===== src/rtl/sfhd_pkg.sv =====
// Shared constants, types and helper functions of the symmetric flow hash dispatcher.
// Used by the channel interfaces, the controller, the datapath and the checker.
`timescale 1ns / 1ps
`default_nettype none

package sfhd_pkg;

   localparam int ADDR_WIDTH   = 32;
   localparam int PORT_WIDTH   = 16;
   localparam int PROTO_WIDTH  = 8;
   localparam int HASH_WIDTH   = 20;
   localparam int BUCKET_WIDTH = 8;
   localparam int COUNT_WIDTH  = 9;

   localparam logic [HASH_WIDTH-1:0]  HASH_MOD    = 20'd1000003;
   localparam logic [21:0]            HASH_MOD_X2 = 22'd2000006;
   localparam logic [10:0]            HASH_MULT   = 11'd1993;
   localparam logic [23:0]            HASH_RECIP  = 24'd8559844;
   localparam logic [HASH_WIDTH-1:0]  HASH_SEED   = 20'd1;

   localparam int TEXT_LEN    = 64;
   localparam int ADDR_DIGITS = 10;
   localparam int PORT_DIGITS = 5;
   localparam int NUM_DIGIT_FIELDS = 4;
   localparam int CONV_STEPS  = 32;
   localparam int DIV_STEPS   = 20;

   localparam logic [COUNT_WIDTH-1:0] MAX_BUCKETS        = 9'd256;
   localparam logic [COUNT_WIDTH-1:0] BUCKET_COUNT_RESET = 9'd10;

   localparam logic [2:0] FLD_LO_ADDR = 3'd0;
   localparam logic [2:0] FLD_HI_ADDR = 3'd1;
   localparam logic [2:0] FLD_LO_PORT = 3'd2;
   localparam logic [2:0] FLD_HI_PORT = 3'd3;
   localparam logic [2:0] FLD_PROTO   = 3'd4;
   localparam logic [2:0] FLD_PAD     = 3'd5;

   typedef logic [ADDR_DIGITS-1:0][3:0] addr_bcd_type;
   typedef logic [PORT_DIGITS-1:0][3:0] port_bcd_type;

   typedef struct packed {
      logic       load;
      logic       conv_step;
      logic       hash_init;
      logic       hash_mul;
      logic       hash_red;
      logic       div_init;
      logic       div_step;
      logic       rsp_load;
      logic [2:0] field;
      logic [3:0] digit;
   } cmd_type;

   typedef struct packed {
      logic [NUM_DIGIT_FIELDS-1:0][3:0] top;
   } status_type;

   // One shift-and-add-3 step of a binary to decimal conversion.
   function automatic addr_bcd_type dd_step(addr_bcd_type v, logic b);
      addr_bcd_type adj;
      logic [4*ADDR_DIGITS-1:0] flat;
      adj = v;
      for (int i = 0; i < ADDR_DIGITS; i++) begin
         if (v[i] >= 4'd5) begin
            adj[i] = v[i] + 4'd3;
         end
      end
      flat = adj;
      return {flat[4*ADDR_DIGITS-2:0], b};
   endfunction

   // Position of the most significant nonzero digit, zero when all digits are zero.
   function automatic logic [3:0] top_digit(addr_bcd_type v);
      logic [3:0] t;
      t = 4'd0;
      for (int i = 0; i < ADDR_DIGITS; i++) begin
         if (v[i] != 4'd0) begin
            t = 4'(i);
         end
      end
      return t;
   endfunction

endpackage

`default_nettype wire


===== src/rtl/sfhd_req_if.sv =====
// Request channel interface: valid, ready and the flow five-tuple word.
// Depends on sfhd_pkg for the field widths.
`timescale 1ns / 1ps
`default_nettype none

interface sfhd_req_if;
   import sfhd_pkg::*;

   logic                   valid;
   logic                   ready;
   logic [ADDR_WIDTH-1:0]  source_address;
   logic [ADDR_WIDTH-1:0]  dest_address;
   logic [PORT_WIDTH-1:0]  source_port;
   logic [PORT_WIDTH-1:0]  dest_port;
   logic [PROTO_WIDTH-1:0] protocol_number;

   modport source (
      output valid, source_address, dest_address, source_port, dest_port, protocol_number,
      input  ready
   );
   modport sink (
      input  valid, source_address, dest_address, source_port, dest_port, protocol_number,
      output ready
   );
endinterface

`default_nettype wire


===== src/rtl/sfhd_rsp_if.sv =====
// Response channel interface: valid, ready and the hash and bucket word.
// Depends on sfhd_pkg for the field widths.
`timescale 1ns / 1ps
`default_nettype none

interface sfhd_rsp_if;
   import sfhd_pkg::*;

   logic                    valid;
   logic                    ready;
   logic [HASH_WIDTH-1:0]   flow_hash;
   logic [BUCKET_WIDTH-1:0] bucket_index;

   modport source (
      output valid, flow_hash, bucket_index,
      input  ready
   );
   modport sink (
      input  valid, flow_hash, bucket_index,
      output ready
   );
endinterface

`default_nettype wire


===== src/rtl/sfhd_ctrl.sv =====
// Controller state machine: sequences conversion, hashing, remainder and response.
// Depends on sfhd_pkg for the command and status structs and the field codes.
`timescale 1ns / 1ps
`default_nettype none

module sfhd_ctrl (
   input  wire logic               clock,
   input  wire logic               reset,
   input  wire logic               req_valid,
   output logic                    req_ready,
   input  wire logic               rsp_ready,
   output logic                    rsp_valid,
   output sfhd_pkg::cmd_type       cmd,
   input  wire sfhd_pkg::status_type status
);
   import sfhd_pkg::*;

   localparam logic [2:0] ST_IDLE  = 3'd0;
   localparam logic [2:0] ST_CONV  = 3'd1;
   localparam logic [2:0] ST_START = 3'd2;
   localparam logic [2:0] ST_MUL   = 3'd3;
   localparam logic [2:0] ST_RED   = 3'd4;
   localparam logic [2:0] ST_DVI   = 3'd5;
   localparam logic [2:0] ST_DIV   = 3'd6;
   localparam logic [2:0] ST_FIN   = 3'd7;

   logic [2:0] state_ff, state_in;
   logic [4:0] step_ff, step_in;
   logic [5:0] byte_ff, byte_in;
   logic [2:0] field_ff, field_in;
   logic [3:0] digit_ff, digit_in;
   logic       rsp_valid_ff, rsp_valid_in;

   always_comb begin
      state_in  = state_ff;
      step_in   = step_ff;
      byte_in   = byte_ff;
      field_in  = field_ff;
      digit_in  = digit_ff;
      req_ready = 1'b0;
      cmd       = '0;
      cmd.field = field_ff;
      cmd.digit = digit_ff;
      case (state_ff)
         ST_IDLE: begin
            req_ready = 1'b1;
            if (req_valid) begin
               cmd.load = 1'b1;
               step_in  = 5'd0;
               state_in = ST_CONV;
            end
         end
         ST_CONV: begin
            cmd.conv_step = 1'b1;
            step_in       = step_ff + 5'd1;
            if (step_ff == 5'(CONV_STEPS - 1)) begin
               state_in = ST_START;
            end
         end
         ST_START: begin
            cmd.hash_init = 1'b1;
            field_in      = FLD_LO_ADDR;
            digit_in      = status.top[0];
            byte_in       = 6'd0;
            state_in      = ST_MUL;
         end
         ST_MUL: begin
            cmd.hash_mul = 1'b1;
            state_in     = ST_RED;
            if (field_ff == FLD_PROTO) begin
               field_in = FLD_PAD;
            end else if (field_ff != FLD_PAD) begin
               if (digit_ff != 4'd0) begin
                  digit_in = digit_ff - 4'd1;
               end else if (field_ff == FLD_HI_PORT) begin
                  field_in = FLD_PROTO;
                  digit_in = 4'd0;
               end else begin
                  field_in = field_ff + 3'd1;
                  digit_in = status.top[field_ff[1:0] + 2'd1];
               end
            end
         end
         ST_RED: begin
            cmd.hash_red = 1'b1;
            byte_in      = byte_ff + 6'd1;
            if (byte_ff == 6'(TEXT_LEN - 1)) begin
               state_in = ST_DVI;
            end else begin
               state_in = ST_MUL;
            end
         end
         ST_DVI: begin
            cmd.div_init = 1'b1;
            step_in      = 5'd0;
            state_in     = ST_DIV;
         end
         ST_DIV: begin
            cmd.div_step = 1'b1;
            step_in      = step_ff + 5'd1;
            if (step_ff == 5'(DIV_STEPS - 1)) begin
               state_in = ST_FIN;
            end
         end
         ST_FIN: begin
            if (!rsp_valid_ff || rsp_ready) begin
               cmd.rsp_load = 1'b1;
               state_in     = ST_IDLE;
            end
         end
         default: begin
            state_in = ST_IDLE;
         end
      endcase
      if (cmd.rsp_load) begin
         rsp_valid_in = 1'b1;
      end else if (rsp_ready) begin
         rsp_valid_in = 1'b0;
      end else begin
         rsp_valid_in = rsp_valid_ff;
      end
   end

   always_ff @(posedge clock) begin
      if (reset) begin
         state_ff     <= ST_IDLE;
         step_ff      <= 5'd0;
         byte_ff      <= 6'd0;
         field_ff     <= FLD_LO_ADDR;
         digit_ff     <= 4'd0;
         rsp_valid_ff <= 1'b0;
      end else begin
         state_ff     <= state_in;
         step_ff      <= step_in;
         byte_ff      <= byte_in;
         field_ff     <= field_in;
         digit_ff     <= digit_in;
         rsp_valid_ff <= rsp_valid_in;
      end
   end

   assign rsp_valid = rsp_valid_ff;

endmodule

`default_nettype wire


===== src/rtl/sfhd_datapath.sv =====
// Datapath: tuple ordering, decimal conversion, multiply-reduce hash, remainder unit,
// bucket count register and response register. Depends on sfhd_pkg.
`timescale 1ns / 1ps
`default_nettype none

module sfhd_datapath (
   input  wire logic                              clock,
   input  wire logic                              reset,
   input  wire sfhd_pkg::cmd_type                 cmd,
   output sfhd_pkg::status_type                   status,
   input  wire logic [sfhd_pkg::ADDR_WIDTH-1:0]   source_address,
   input  wire logic [sfhd_pkg::ADDR_WIDTH-1:0]   dest_address,
   input  wire logic [sfhd_pkg::PORT_WIDTH-1:0]   source_port,
   input  wire logic [sfhd_pkg::PORT_WIDTH-1:0]   dest_port,
   input  wire logic [sfhd_pkg::PROTO_WIDTH-1:0]  protocol_number,
   input  wire logic                              csr_wr_en,
   input  wire logic [sfhd_pkg::COUNT_WIDTH-1:0]  csr_wr_data,
   output logic [sfhd_pkg::HASH_WIDTH-1:0]        flow_hash,
   output logic [sfhd_pkg::BUCKET_WIDTH-1:0]      bucket_index
);
   import sfhd_pkg::*;

   logic [ADDR_WIDTH-1:0]   lo_bin_ff, lo_bin_in, hi_bin_ff, hi_bin_in;
   logic [ADDR_WIDTH-1:0]   lo_pbin_ff, lo_pbin_in, hi_pbin_ff, hi_pbin_in;
   logic [PROTO_WIDTH-1:0]  proto_ff, proto_in;
   addr_bcd_type            lo_bcd_ff, lo_bcd_in, hi_bcd_ff, hi_bcd_in;
   port_bcd_type            lo_pbcd_ff, lo_pbcd_in, hi_pbcd_ff, hi_pbcd_in;
   addr_bcd_type            lo_ptmp, hi_ptmp;
   logic [HASH_WIDTH-1:0]   h_ff, h_in;
   logic [30:0]             x_ff, x_in;
   logic [10:0]             q_ff, q_in;
   logic [43:0]             q_prod;
   logic [30:0]             qp, r_full;
   logic [21:0]             r_lo;
   logic [7:0]              text_byte;
   logic [COUNT_WIDTH-1:0]  count_ff, count_in, eff_count;
   logic [COUNT_WIDTH-1:0]  rem_ff, rem_in, dvs_ff, dvs_in;
   logic [COUNT_WIDTH:0]    trial;
   logic [HASH_WIDTH-1:0]   dvd_ff, dvd_in;
   logic                    zero_ff, zero_in, swap;
   logic [HASH_WIDTH-1:0]   flow_hash_ff, flow_hash_in;
   logic [BUCKET_WIDTH-1:0] bucket_ff, bucket_in;

   always_comb begin
      swap     = source_address > dest_address;
      lo_ptmp  = dd_step({{(4*(ADDR_DIGITS-PORT_DIGITS)){1'b0}}, lo_pbcd_ff}, lo_pbin_ff[31]);
      hi_ptmp  = dd_step({{(4*(ADDR_DIGITS-PORT_DIGITS)){1'b0}}, hi_pbcd_ff}, hi_pbin_ff[31]);

      lo_bin_in  = lo_bin_ff;
      hi_bin_in  = hi_bin_ff;
      lo_pbin_in = lo_pbin_ff;
      hi_pbin_in = hi_pbin_ff;
      proto_in   = proto_ff;
      lo_bcd_in  = lo_bcd_ff;
      hi_bcd_in  = hi_bcd_ff;
      lo_pbcd_in = lo_pbcd_ff;
      hi_pbcd_in = hi_pbcd_ff;
      if (cmd.load) begin
         lo_bin_in  = swap ? dest_address : source_address;
         hi_bin_in  = swap ? source_address : dest_address;
         lo_pbin_in = ADDR_WIDTH'(swap ? dest_port : source_port);
         hi_pbin_in = ADDR_WIDTH'(swap ? source_port : dest_port);
         proto_in   = protocol_number;
         lo_bcd_in  = '0;
         hi_bcd_in  = '0;
         lo_pbcd_in = '0;
         hi_pbcd_in = '0;
      end else if (cmd.conv_step) begin
         lo_bin_in  = {lo_bin_ff[ADDR_WIDTH-2:0], 1'b0};
         hi_bin_in  = {hi_bin_ff[ADDR_WIDTH-2:0], 1'b0};
         lo_pbin_in = {lo_pbin_ff[ADDR_WIDTH-2:0], 1'b0};
         hi_pbin_in = {hi_pbin_ff[ADDR_WIDTH-2:0], 1'b0};
         lo_bcd_in  = dd_step(lo_bcd_ff, lo_bin_ff[ADDR_WIDTH-1]);
         hi_bcd_in  = dd_step(hi_bcd_ff, hi_bin_ff[ADDR_WIDTH-1]);
         lo_pbcd_in = lo_ptmp[PORT_DIGITS-1:0];
         hi_pbcd_in = hi_ptmp[PORT_DIGITS-1:0];
      end

      status.top[FLD_LO_ADDR[1:0]] = top_digit(lo_bcd_ff);
      status.top[FLD_HI_ADDR[1:0]] = top_digit(hi_bcd_ff);
      status.top[FLD_LO_PORT[1:0]] =
         top_digit({{(4*(ADDR_DIGITS-PORT_DIGITS)){1'b0}}, lo_pbcd_ff});
      status.top[FLD_HI_PORT[1:0]] =
         top_digit({{(4*(ADDR_DIGITS-PORT_DIGITS)){1'b0}}, hi_pbcd_ff});

      case (cmd.field)
         FLD_LO_ADDR: text_byte = {4'h3, lo_bcd_ff[cmd.digit]};
         FLD_HI_ADDR: text_byte = {4'h3, hi_bcd_ff[cmd.digit]};
         FLD_LO_PORT: text_byte = {4'h3, lo_pbcd_ff[cmd.digit[2:0]]};
         FLD_HI_PORT: text_byte = {4'h3, hi_pbcd_ff[cmd.digit[2:0]]};
         FLD_PROTO:   text_byte = proto_ff;
         default:     text_byte = 8'd0;
      endcase

      // The quotient estimate comes from h alone and is low by at most two.
      x_in   = x_ff;
      q_in   = q_ff;
      q_prod = 44'(h_ff) * 44'(HASH_RECIP);
      if (cmd.hash_mul) begin
         x_in = 31'(h_ff) * 31'(HASH_MULT) + 31'(text_byte);
         q_in = q_prod[42:32];
      end
      qp     = 31'(q_ff) * 31'(HASH_MOD);
      r_full = x_ff - qp;
      r_lo   = r_full[21:0];
      h_in   = h_ff;
      if (cmd.hash_init) begin
         h_in = HASH_SEED;
      end else if (cmd.hash_red) begin
         if (r_lo >= HASH_MOD_X2) begin
            h_in = 20'(r_lo - HASH_MOD_X2);
         end else if (r_lo >= 22'(HASH_MOD)) begin
            h_in = 20'(r_lo - 22'(HASH_MOD));
         end else begin
            h_in = r_lo[HASH_WIDTH-1:0];
         end
      end

      count_in  = csr_wr_en ? csr_wr_data : count_ff;
      eff_count = (count_ff > MAX_BUCKETS) ? MAX_BUCKETS : count_ff;

      rem_in  = rem_ff;
      dvd_in  = dvd_ff;
      dvs_in  = dvs_ff;
      zero_in = zero_ff;
      trial   = {rem_ff, dvd_ff[HASH_WIDTH-1]};
      if (cmd.div_init) begin
         rem_in  = '0;
         dvd_in  = h_ff;
         dvs_in  = eff_count;
         zero_in = eff_count == '0;
      end else if (cmd.div_step) begin
         dvd_in = {dvd_ff[HASH_WIDTH-2:0], 1'b0};
         if (trial >= {1'b0, dvs_ff}) begin
            rem_in = COUNT_WIDTH'(trial - {1'b0, dvs_ff});
         end else begin
            rem_in = trial[COUNT_WIDTH-1:0];
         end
      end

      flow_hash_in = flow_hash_ff;
      bucket_in    = bucket_ff;
      if (cmd.rsp_load) begin
         flow_hash_in = h_ff;
         bucket_in    = zero_ff ? '0 : rem_ff[BUCKET_WIDTH-1:0];
      end
   end

   always_ff @(posedge clock) begin
      if (reset) begin
         count_ff <= BUCKET_COUNT_RESET;
      end else begin
         count_ff <= count_in;
      end
   end

   always_ff @(posedge clock) begin
      lo_bin_ff    <= lo_bin_in;
      hi_bin_ff    <= hi_bin_in;
      lo_pbin_ff   <= lo_pbin_in;
      hi_pbin_ff   <= hi_pbin_in;
      proto_ff     <= proto_in;
      lo_bcd_ff    <= lo_bcd_in;
      hi_bcd_ff    <= hi_bcd_in;
      lo_pbcd_ff   <= lo_pbcd_in;
      hi_pbcd_ff   <= hi_pbcd_in;
      h_ff         <= h_in;
      x_ff         <= x_in;
      q_ff         <= q_in;
      rem_ff       <= rem_in;
      dvd_ff       <= dvd_in;
      dvs_ff       <= dvs_in;
      zero_ff      <= zero_in;
      flow_hash_ff <= flow_hash_in;
      bucket_ff    <= bucket_in;
   end

   assign flow_hash    = flow_hash_ff;
   assign bucket_index = bucket_ff;

endmodule

`default_nettype wire


===== src/rtl/symmetric_flow_hash_dispatch.sv =====
// A request word is taken only in the idle state, so one word is processed at a time;
// each passes through the 32-step decimal conversion, the 64 multiply-reduce rounds
// of the hash unit and the 20-step remainder unit before its result is loaded.
// A finished result waits in the output register while the next request is taken.
// Reset is synchronous and active high; it clears control state and sets the bucket
// count to 10.
`timescale 1ns / 1ps
`default_nettype none

module symmetric_flow_hash_dispatch (
   input  wire logic                             clock,
   input  wire logic                             reset,
   sfhd_req_if.sink                              req_bus,
   sfhd_rsp_if.source                            rsp_bus,
   input  wire logic                             csr_wr_en,
   input  wire logic [sfhd_pkg::COUNT_WIDTH-1:0] csr_wr_data
);
   import sfhd_pkg::*;

   cmd_type    cmd;
   status_type status;

   sfhd_ctrl u_ctrl (
      .clock     (clock),
      .reset     (reset),
      .req_valid (req_bus.valid),
      .req_ready (req_bus.ready),
      .rsp_ready (rsp_bus.ready),
      .rsp_valid (rsp_bus.valid),
      .cmd       (cmd),
      .status    (status)
   );

   sfhd_datapath u_datapath (
      .clock           (clock),
      .reset           (reset),
      .cmd             (cmd),
      .status          (status),
      .source_address  (req_bus.source_address),
      .dest_address    (req_bus.dest_address),
      .source_port     (req_bus.source_port),
      .dest_port       (req_bus.dest_port),
      .protocol_number (req_bus.protocol_number),
      .csr_wr_en       (csr_wr_en),
      .csr_wr_data     (csr_wr_data),
      .flow_hash       (rsp_bus.flow_hash),
      .bucket_index    (rsp_bus.bucket_index)
   );

endmodule

`default_nettype wire


===== src/flat_wrapper.sv =====
// flat-port wrapper written by rule: the top's interface ports become plain ports
module symmetric_flow_hash_dispatch_flat import sfhd_pkg::*;
  (clock, reset, csr_wr_en, csr_wr_data, req_bus_valid, req_bus_source_address, req_bus_dest_address, req_bus_source_port, req_bus_dest_port, req_bus_protocol_number, req_bus_ready, rsp_bus_valid, rsp_bus_flow_hash, rsp_bus_bucket_index, rsp_bus_ready);
  sfhd_req_if req_bus_i ();
  sfhd_rsp_if rsp_bus_i ();
  input  wire logic clock;
  input  wire logic reset;
  input  wire logic csr_wr_en;
  input  wire logic [sfhd_pkg::COUNT_WIDTH-1:0] csr_wr_data;
  input wire logic [$bits(req_bus_i.valid)-1:0] req_bus_valid;
  input wire logic [$bits(req_bus_i.source_address)-1:0] req_bus_source_address;
  input wire logic [$bits(req_bus_i.dest_address)-1:0] req_bus_dest_address;
  input wire logic [$bits(req_bus_i.source_port)-1:0] req_bus_source_port;
  input wire logic [$bits(req_bus_i.dest_port)-1:0] req_bus_dest_port;
  input wire logic [$bits(req_bus_i.protocol_number)-1:0] req_bus_protocol_number;
  output wire logic [$bits(req_bus_i.ready)-1:0] req_bus_ready;
  output wire logic [$bits(rsp_bus_i.valid)-1:0] rsp_bus_valid;
  output wire logic [$bits(rsp_bus_i.flow_hash)-1:0] rsp_bus_flow_hash;
  output wire logic [$bits(rsp_bus_i.bucket_index)-1:0] rsp_bus_bucket_index;
  input wire logic [$bits(rsp_bus_i.ready)-1:0] rsp_bus_ready;
  assign req_bus_i.valid = req_bus_valid;
  assign req_bus_i.source_address = req_bus_source_address;
  assign req_bus_i.dest_address = req_bus_dest_address;
  assign req_bus_i.source_port = req_bus_source_port;
  assign req_bus_i.dest_port = req_bus_dest_port;
  assign req_bus_i.protocol_number = req_bus_protocol_number;
  assign req_bus_ready = req_bus_i.ready;
  assign rsp_bus_valid = rsp_bus_i.valid;
  assign rsp_bus_flow_hash = rsp_bus_i.flow_hash;
  assign rsp_bus_bucket_index = rsp_bus_i.bucket_index;
  assign rsp_bus_i.ready = rsp_bus_ready;
  symmetric_flow_hash_dispatch u_core (.clock(clock), .reset(reset), .req_bus(req_bus_i), .rsp_bus(rsp_bus_i), .csr_wr_en(csr_wr_en), .csr_wr_data(csr_wr_data));
endmodule

===== config.mk =====
export PLATFORM = sky130hd
export DESIGN_NAME = symmetric_flow_hash_dispatch_flat
export DESIGN_NICKNAME = d
export VERILOG_FILES = /design/src/rtl/sfhd_pkg.sv /design/src/rtl/sfhd_req_if.sv /design/src/rtl/sfhd_rsp_if.sv /design/src/rtl/sfhd_ctrl.sv /design/src/rtl/sfhd_datapath.sv /design/src/rtl/symmetric_flow_hash_dispatch.sv /design/src/flat_wrapper.sv
export SDC_FILE = /design/constraint.sdc
export NUM_CORES = 2
export LEC_CHECK = 0
export BUFFER_PORTS_ARGS = -buffer_cell sky130_fd_sc_hd__clkbuf_2
export CORE_ASPECT_RATIO = 0.7
export CORE_MARGIN = 4
export CORE_UTILIZATION = 50
export CTS_CLUSTER_DIAMETER = 60
export DETAILED_ROUTE_END_ITERATION = 8
export PLACE_DENSITY = 0.67
export SETUP_SLACK_MARGIN = 0.2
export SYNTH_ARGS = -nofsm -noshare
export SYNTH_HDL_FRONTEND = slang
export SYNTH_SLANG_ARGS = --single-unit
export TNS_END_PERCENT = 5

===== constraint.sdc =====
create_clock -name clock -period 8.2 [get_ports clock]
set_input_delay 0.41 -clock clock [delete_from_list [all_inputs] [get_ports clock]]
set_output_delay 0.41 -clock clock [all_outputs]
set_load 0.05 [all_outputs]

After elaboration in Yosys (flattened, before gate mapping)
Cells that the tools add are included.

operators by class
  $add $sub $neg = 40
  multipliers = 3
  order comparisons = 38
  eq/ne operators = 23
  muxes and demuxes = 117
  reductions and logical operators = 43

operator list
  kind                      count
  $mux W32                  10
  $mux W4                   57
  $ge A4 B3 Y1 const B      30
  $reduce_bool A4 Y1        27
  $add A4 B2 Y4 const B     26
  $mux W20                  4
  $mul A20 B22 Y41 const B  1
  $pmux W8 S5               1
  $sub A20 B20 Y20 const B  2
  $mux W3                   13
  $bmux W4 S4               2
  $gt A32 B32 Y1            1
  $mux W16                  2
  $bmux W4 S3               2
  $pmux W3 S8               1
  $add A22 B8 Y22           1
  $ge A22 B20 Y1 const B    1
  $ge A22 B21 Y1 const B    1
  $mul A11 B20 Y22 const B  1
  $mul A20 B11 Y22 const B  1
  $sub A22 B22 Y22          1
  $mux W9                   2
  $mux W1                   17
  $eq A3 B3 Y1 const B      5
  34 further kinds          55

storage, ports and cells
  flip-flop bits (word level) = 407
  input bits = 118
  word-level logic and storage cells = 315

Logic depth before layout (Yosys ltp)
  depth in word-level cells = 17
  mapped depth = 29

By module
From an unflattened synthesis, not the netlist that was laid out.

second synthesis, totals
  cells, all modules = 3562
  area total of the unflattened synthesis = 34934.8 um^2

by module, submodules not included
  module         instances  cells an instance  area each (um^2)  seq. area each (um^2)
  sfhd_datapath  1          3392               33477.1           9979.6
  sfhd_ctrl      1          170                1457.6            440.4

Worst setup path after synthesis
No wires, ideal clock.

  path type = register to register
  start point = register u_core.u_ctrl.digit_ff[0]
  end point = register u_core.u_datapath.x_ff[21] (data pin)
  setup time = 0.260 ns
  arrival = 6.516 ns
  required time = 7.940 ns
  slack = 1.424 ns
  stages on the path, launching flop included = 27
  cells stage by stage = dfxtp_1 -> buf_1 -> clkbuf_1 -> clkbuf_1 -> buf_1 -> o22ai_1 -> a221oi_1 -> a31oi_1 -> ha_1 -> ha_1 -> ha_1 -> inv_1 -> fa_1 -> inv_1 -> fa_1 -> a21o_1 -> a21oi_1 -> o21bai_1 -> a21oi_1 -> o21bai_1 -> a21oi_1 -> o2111ai_1 -> a31oi_1 -> nor2b_1 -> o21a_1 -> o41a_1 -> xnor2_1

on the way
  cells in the longest elaborated chain, start to end = 4

RTL lines
  item                                       line                  source
  start, declared                            sfhd_ctrl.sv:31       logic [3:0] digit_ff, digit_in;
  start signal, assigned                     sfhd_ctrl.sv:137      digit_ff <= digit_in;
  $bmux W4 S4, or another cell as far along  sfhd_datapath.sv:88   FLD_HI_ADDR: text_byte = {4'h3, hi_bcd_ff[cmd.digit]};
  $mux W4 (on tied branches)                 --
  $pmux W8 S5 *                              sfhd_datapath.sv:86   case (cmd.field)
  $add A22 B8 Y22 *                          sfhd_datapath.sv:100  x_in = 31'(h_ff) * 31'(HASH_MULT) + 31'(text_byte);
  end signal, assigned                       sfhd_datapath.sv:168  x_ff <= x_in;
  end, declared                              sfhd_datapath.sv:30   logic [30:0] x_ff, x_in;

Every way passes the cells marked *; elsewhere a longest branch is shown, timed or not. The select of a mux whose other input is x is not followed.
A chain may end at the register's enable or synchronous reset.

Final worst setup path
  start point = register u_core.u_datapath.h_ff[9]
  end point = register u_core.u_datapath.q_ff[10] (data pin)

on the way
  cells in the longest elaborated chain, start to end = 1

RTL lines
  item                              line                  source
  start, declared                   sfhd_datapath.sv:29   logic [HASH_WIDTH-1:0] h_ff, h_in;
  start signal, assigned            sfhd_datapath.sv:167  h_ff <= h_in;
  $mul A20 B22 Y41                  sfhd_datapath.sv:98   q_prod = 44'(h_ff) * 44'(HASH_RECIP);
  net u_core.u_datapath.q_prod[42]  sfhd_datapath.sv:32   logic [43:0] q_prod;
  end signal, assigned              sfhd_datapath.sv:169  q_ff <= q_in;
  end, declared                     sfhd_datapath.sv:31   logic [10:0] q_ff, q_in;

The timed path passes the listed nets, and every way through them passes these cells.

==> summary.md <==
| Metric | Value |
|---|---|
| Outcome | `finished, final reports clean` |
| Sink Count | `407` |
| Setup crit end kind | `flip-flop` |
| Clock skew | `0.0297 ns` |
| DRT Pass-1 Iters | `7` |
| Crit path top cell by count | `fa_1` |
| Total Wirelength | `82400 um` |
| Slew Viols, Final | `0` |
| DR iter-0 viols | `2134` |
| Vias per inst | `5.51` |
| Setup CP Type | `reg -> reg` |
| Initial Util | `50.8%` |
| DP Area | `0.0356 mm^2` |
| CP max-delay cell | `dfxtp_1` |
| CTS tree | `done` |
| Max-cap viol count | `0` |
| Post-Synthesis Cells | `3501` |
| First-pass GRT wire length | `133000 um` |
| Die width | `319 um` |
| GRT overflow | `0` |
| Reg2reg setup slack | `0.85 ns` |
| Synthesis-to-layout area growth | `10.0%` |
| Core Area | `0.0668 mm^2` |
| Dpl cells | `4453` |
| Root Driver | `clkbuf_16` |
| CTS clk-pin slew, worst paths | `0.06 ns` |
| Total global routing track utilization | `23.0%` |
| Final Util | `55.9%` |
| Syn Area/Cell | `9.69 um^2` |
| WHS Endpoint | `u_core.u_datapath.count_ff[1]` |
| Worst slew pin tran | `1.12 ns` |
| R2R Path Start | `u_core.u_datapath.h_ff[9]` |
| Antenna-violating nets left | `0` |
| Setup repair after global routing missed its margin | `no` |
| Wire per inst | `18.1 um` |
| Share of the clock period used by the worst path after layout | `89.6%` |
| Synth cell types | `85` |
| IO Pins | `148` |
| CTS buffer count | `46` |
| Worst Path Required | `8.52 ns` |
| Site Rows | `79` |
| Period minus WS final | `7.35 ns` |
| Commonest non-fill, non-tap cell in the layout | `inv_1` |
| Hold WC Path Type | `in -> reg` |
| R2R cell count | `22` |
| Register area share after synthesis | `30.7%` |
| Vias in the first global route | `24000` |
| Rel. slew slack | `25.4%` |
| Capturing point of the worst reg2reg path | `u_core.u_datapath.q_ff[10]` |
| Crit-path max FO | `7` |
| CP peak stage delay | `0.53 ns` |
| Worst-Skew Late Latency | `0.62 ns` |
| Synth Register Bits | `407` |
| Peak Freq | `0.136 GHz` |
| Fin. Hold Viols | `0` |
| GP Congestion | `0.917` |
| Die ar. | `0.0721 mm^2` |
| Hpwl dp | `62400 um` |
| Share of layout cells above drive strength 1 | `8.51%` |
| EDFF count, synth | `227` |
| Worst Hold Launch | `csr_wr_data[1]` |
| Initial antenna violation count | `6` |
| Final Non-Filler Cells | `4548` |
| Fin area | `0.0373 mm^2` |
| Crit path DAT | `7.67 ns` |
| Final hold slack | `0.0409 ns` |
| PwrDens | `347 mW/mm^2` |
| Mapped cell area | `0.0339 mm^2` |
| Post-synth ARST share | `0%` |
| Clock Path Buffers | `3` |
| Final #Nets | `4422` |
| Leak | `17.5 nW` |
| DRC viols | `0` |
| Largest delay contributor family on the critical path | `adder cells` |
| Synthesized Nets | `4305` |
| CTS resizes | `0` |
| CTS H-tree depth | `2` |
| Buf+Inv Stages, Crit Path | `3` |
| CP cell instances | `buf_4 -> inv_1 -> ha_1 -> inv_1 -> fa_1 -> fa_1 -> fa_1 -> fa_1 -> fa_1 -> ha_1 -> ha_1 -> and4_1 -> a211oi_1 -> nand2_1 -> a311oi_1 -> o211ai_1 -> nand3_1 -> o22ai_1 -> o41a_1 -> a21oi_1 -> o21bai_1 -> xor2_1` |
| Worst Hold Depth | `2` |
| Largest net degree at the start of global routing | `246` |
| Die Ht | `226 um` |
| Startpoint types | `flip-flop` |
| Primary FF master, synth | `edfxtp_1` |
| Synth warnings | `0` |
| Commonest cells after routing, fill and taps aside | `inv_1, ha_1, o21ai_0` |
| Number of port buffers | `147` |
| Via count | `25100` |
| Post-Route Setup TNS | `0 ns` |
| Post-CTS setup buffer count | `0` |
| Maximum VDD drop | `0.405 mV` |
| Setup Viol. Count Final | `0` |
## synthesized netlist by cell type, types with 8 or more instances
master,n,area share (%)
a31oi_1,15,0.28
nand2_1,270,3.0
ha_1,472,17
fa_1,214,13
nand3_1,142,2.1
or2_2,8,0.15
or3_1,10,0.18
buf_1,25,0.28
o21ai_0,307,4.5
xnor2_1,96,2.5
o211ai_1,17,0.38
nor3_1,21,0.31
xor2_1,24,0.62
nor3b_1,22,0.49
o21bai_1,9,0.20
clkbuf_1,96,1.1
o22ai_1,19,0.35
mux4_2,20,1.3
edfxtp_1,227,20
inv_1,483,5.3
o31ai_1,13,0.29
o21ai_1,12,0.18
a22oi_1,8,0.18
o21a_1,11,0.24
a21oi_1,187,2.8
nand2b_1,41,0.76
dfxtp_1,180,11
nand4_1,15,0.28
a211oi_1,10,0.22
nor2_1,150,1.7
and3_1,16,0.30
a21o_1,42,0.93
mux2i_1,134,4.0
and2_1,37,0.68
o32ai_1,8,0.21
nor2b_1,34,0.63
## flip-flops by register name, summed over array words and instances (netlist names), 11 cells and up
| register | count |
|---|---|
| u_core.u_datapath.lo_pbcd_ff | 20 |
| u_core.u_datapath.hi_pbin_ff | 32 |
| u_core.u_datapath.h_ff | 20 |
| u_core.u_datapath.hi_pbcd_ff | 20 |
| u_core.u_datapath.lo_pbin_ff | 32 |
| u_core.u_datapath.hi_bin_ff | 32 |
| u_core.u_datapath.q_ff | 11 |
| u_core.u_datapath.flow_hash | 20 |
| u_core.u_datapath.hi_bcd_ff | 40 |
| u_core.u_datapath.dvd_ff | 20 |
| u_core.u_datapath.lo_bin_ff | 32 |
| u_core.u_datapath.lo_bcd_ff | 40 |
| u_core.u_datapath.x_ff | 22 |
## worst reg2reg max path, stage by stage (launching register included)
cell,delay [ns]
dfxtp_1,0.53
buf_4,0.24
inv_1,0.12
ha_1,0.36
inv_1,0.13
fa_1,0.45
fa_1,0.53
fa_1,0.46
fa_1,0.52
fa_1,0.51
ha_1,0.31
ha_1,0.30
and4_1,0.22
a211oi_1,0.25
nand2_1,0.09
a311oi_1,0.43
o211ai_1,0.34
nand3_1,0.27
o22ai_1,0.15
o41a_1,0.36
a21oi_1,0.24
o21bai_1,0.11
xor2_1,0.14
## stage by stage
step	total power [W]	worst slack [ns]
global route	0.0141	0.303
floorplan	0.00870	1.42
CTS	0.0129	0.779
detailed placement	0.0106	0.833
global placement	0.0105	0.889
finish	0.0130	0.850
## metal layers
layer  GRT usage (%)  vias to the layer above  share of wire (%)
li1                -                    12300                  -
met1            36.0                    11800                 50
met2            31.5                      758                 39
met3            6.30                      112                9.1
met4            4.57                       10                1.8
met5               0                        -              0.061
## worst max-delay path by stage
stage                         startpoint                          to  slack [ns]  cells after the start
6_report       u_core.u_datapath.h_ff[9]  u_core.u_datapath.q_ff[10]        0.85                     22
5_1_grt        u_core.u_datapath.h_ff[9]  u_core.u_datapath.q_ff[10]        0.30                     22
4_1_cts        u_core.u_datapath.h_ff[9]  u_core.u_datapath.q_ff[10]        0.78                     22
3_5_place_dp   u_core.u_datapath.h_ff[9]  u_core.u_datapath.q_ff[10]        0.83                     22
3_3_place_gp   u_core.u_datapath.h_ff[9]  u_core.u_datapath.q_ff[10]        0.89                     23
2_1_floorplan  u_core.u_ctrl.digit_ff[0]  u_core.u_datapath.x_ff[21]        1.42                     26
## cell type report
| class | count | area [um^2] |
|---|---|---|
| fill | 6039 | 29500 |
| multi-input combinational | 2485 | 21200 |
| sequential | 407 | 10400 |
| inverter | 485 | 1820 |
| clock buffer | 63 | 1280 |
| tap | 891 | 1110 |
| timing repair buffer | 193 | 1110 |
| clock inverter | 23 | 320 |
| antenna | 1 | 2.50 |
## logic make-up (layout without fill, tap and decap cells)
logic type | count (synthesis) | count (layout) | share of synthesized area, %
compound gates | 738 | 738 | 13.0
xor+xnor | 120 | 120 | 3.10
fa+ha+maj | 686 | 686 | 30.0
buf+inv | 609 | 764 | 6.79
flops | 407 | 407 | 30.7
mux | 154 | 154 | 5.28
other cells | 0 | 1 | 0
simple gates | 787 | 787 | 11.0
## power breakdown
part	internal, W	total (W)	switching (W)
registers	0.00257	0.00276	0.000191
clock network	0.00127	0.00220	0.000925
logic	0.00314	0.00800	0.00486
## timing repair
item                       in CTS  in global routing
setup endpoints to repair       0                  0
hold buffers                    8                  0
hold endpoints to repair        8                  0
No activity file was read; power rests on OpenSTA's default activity.
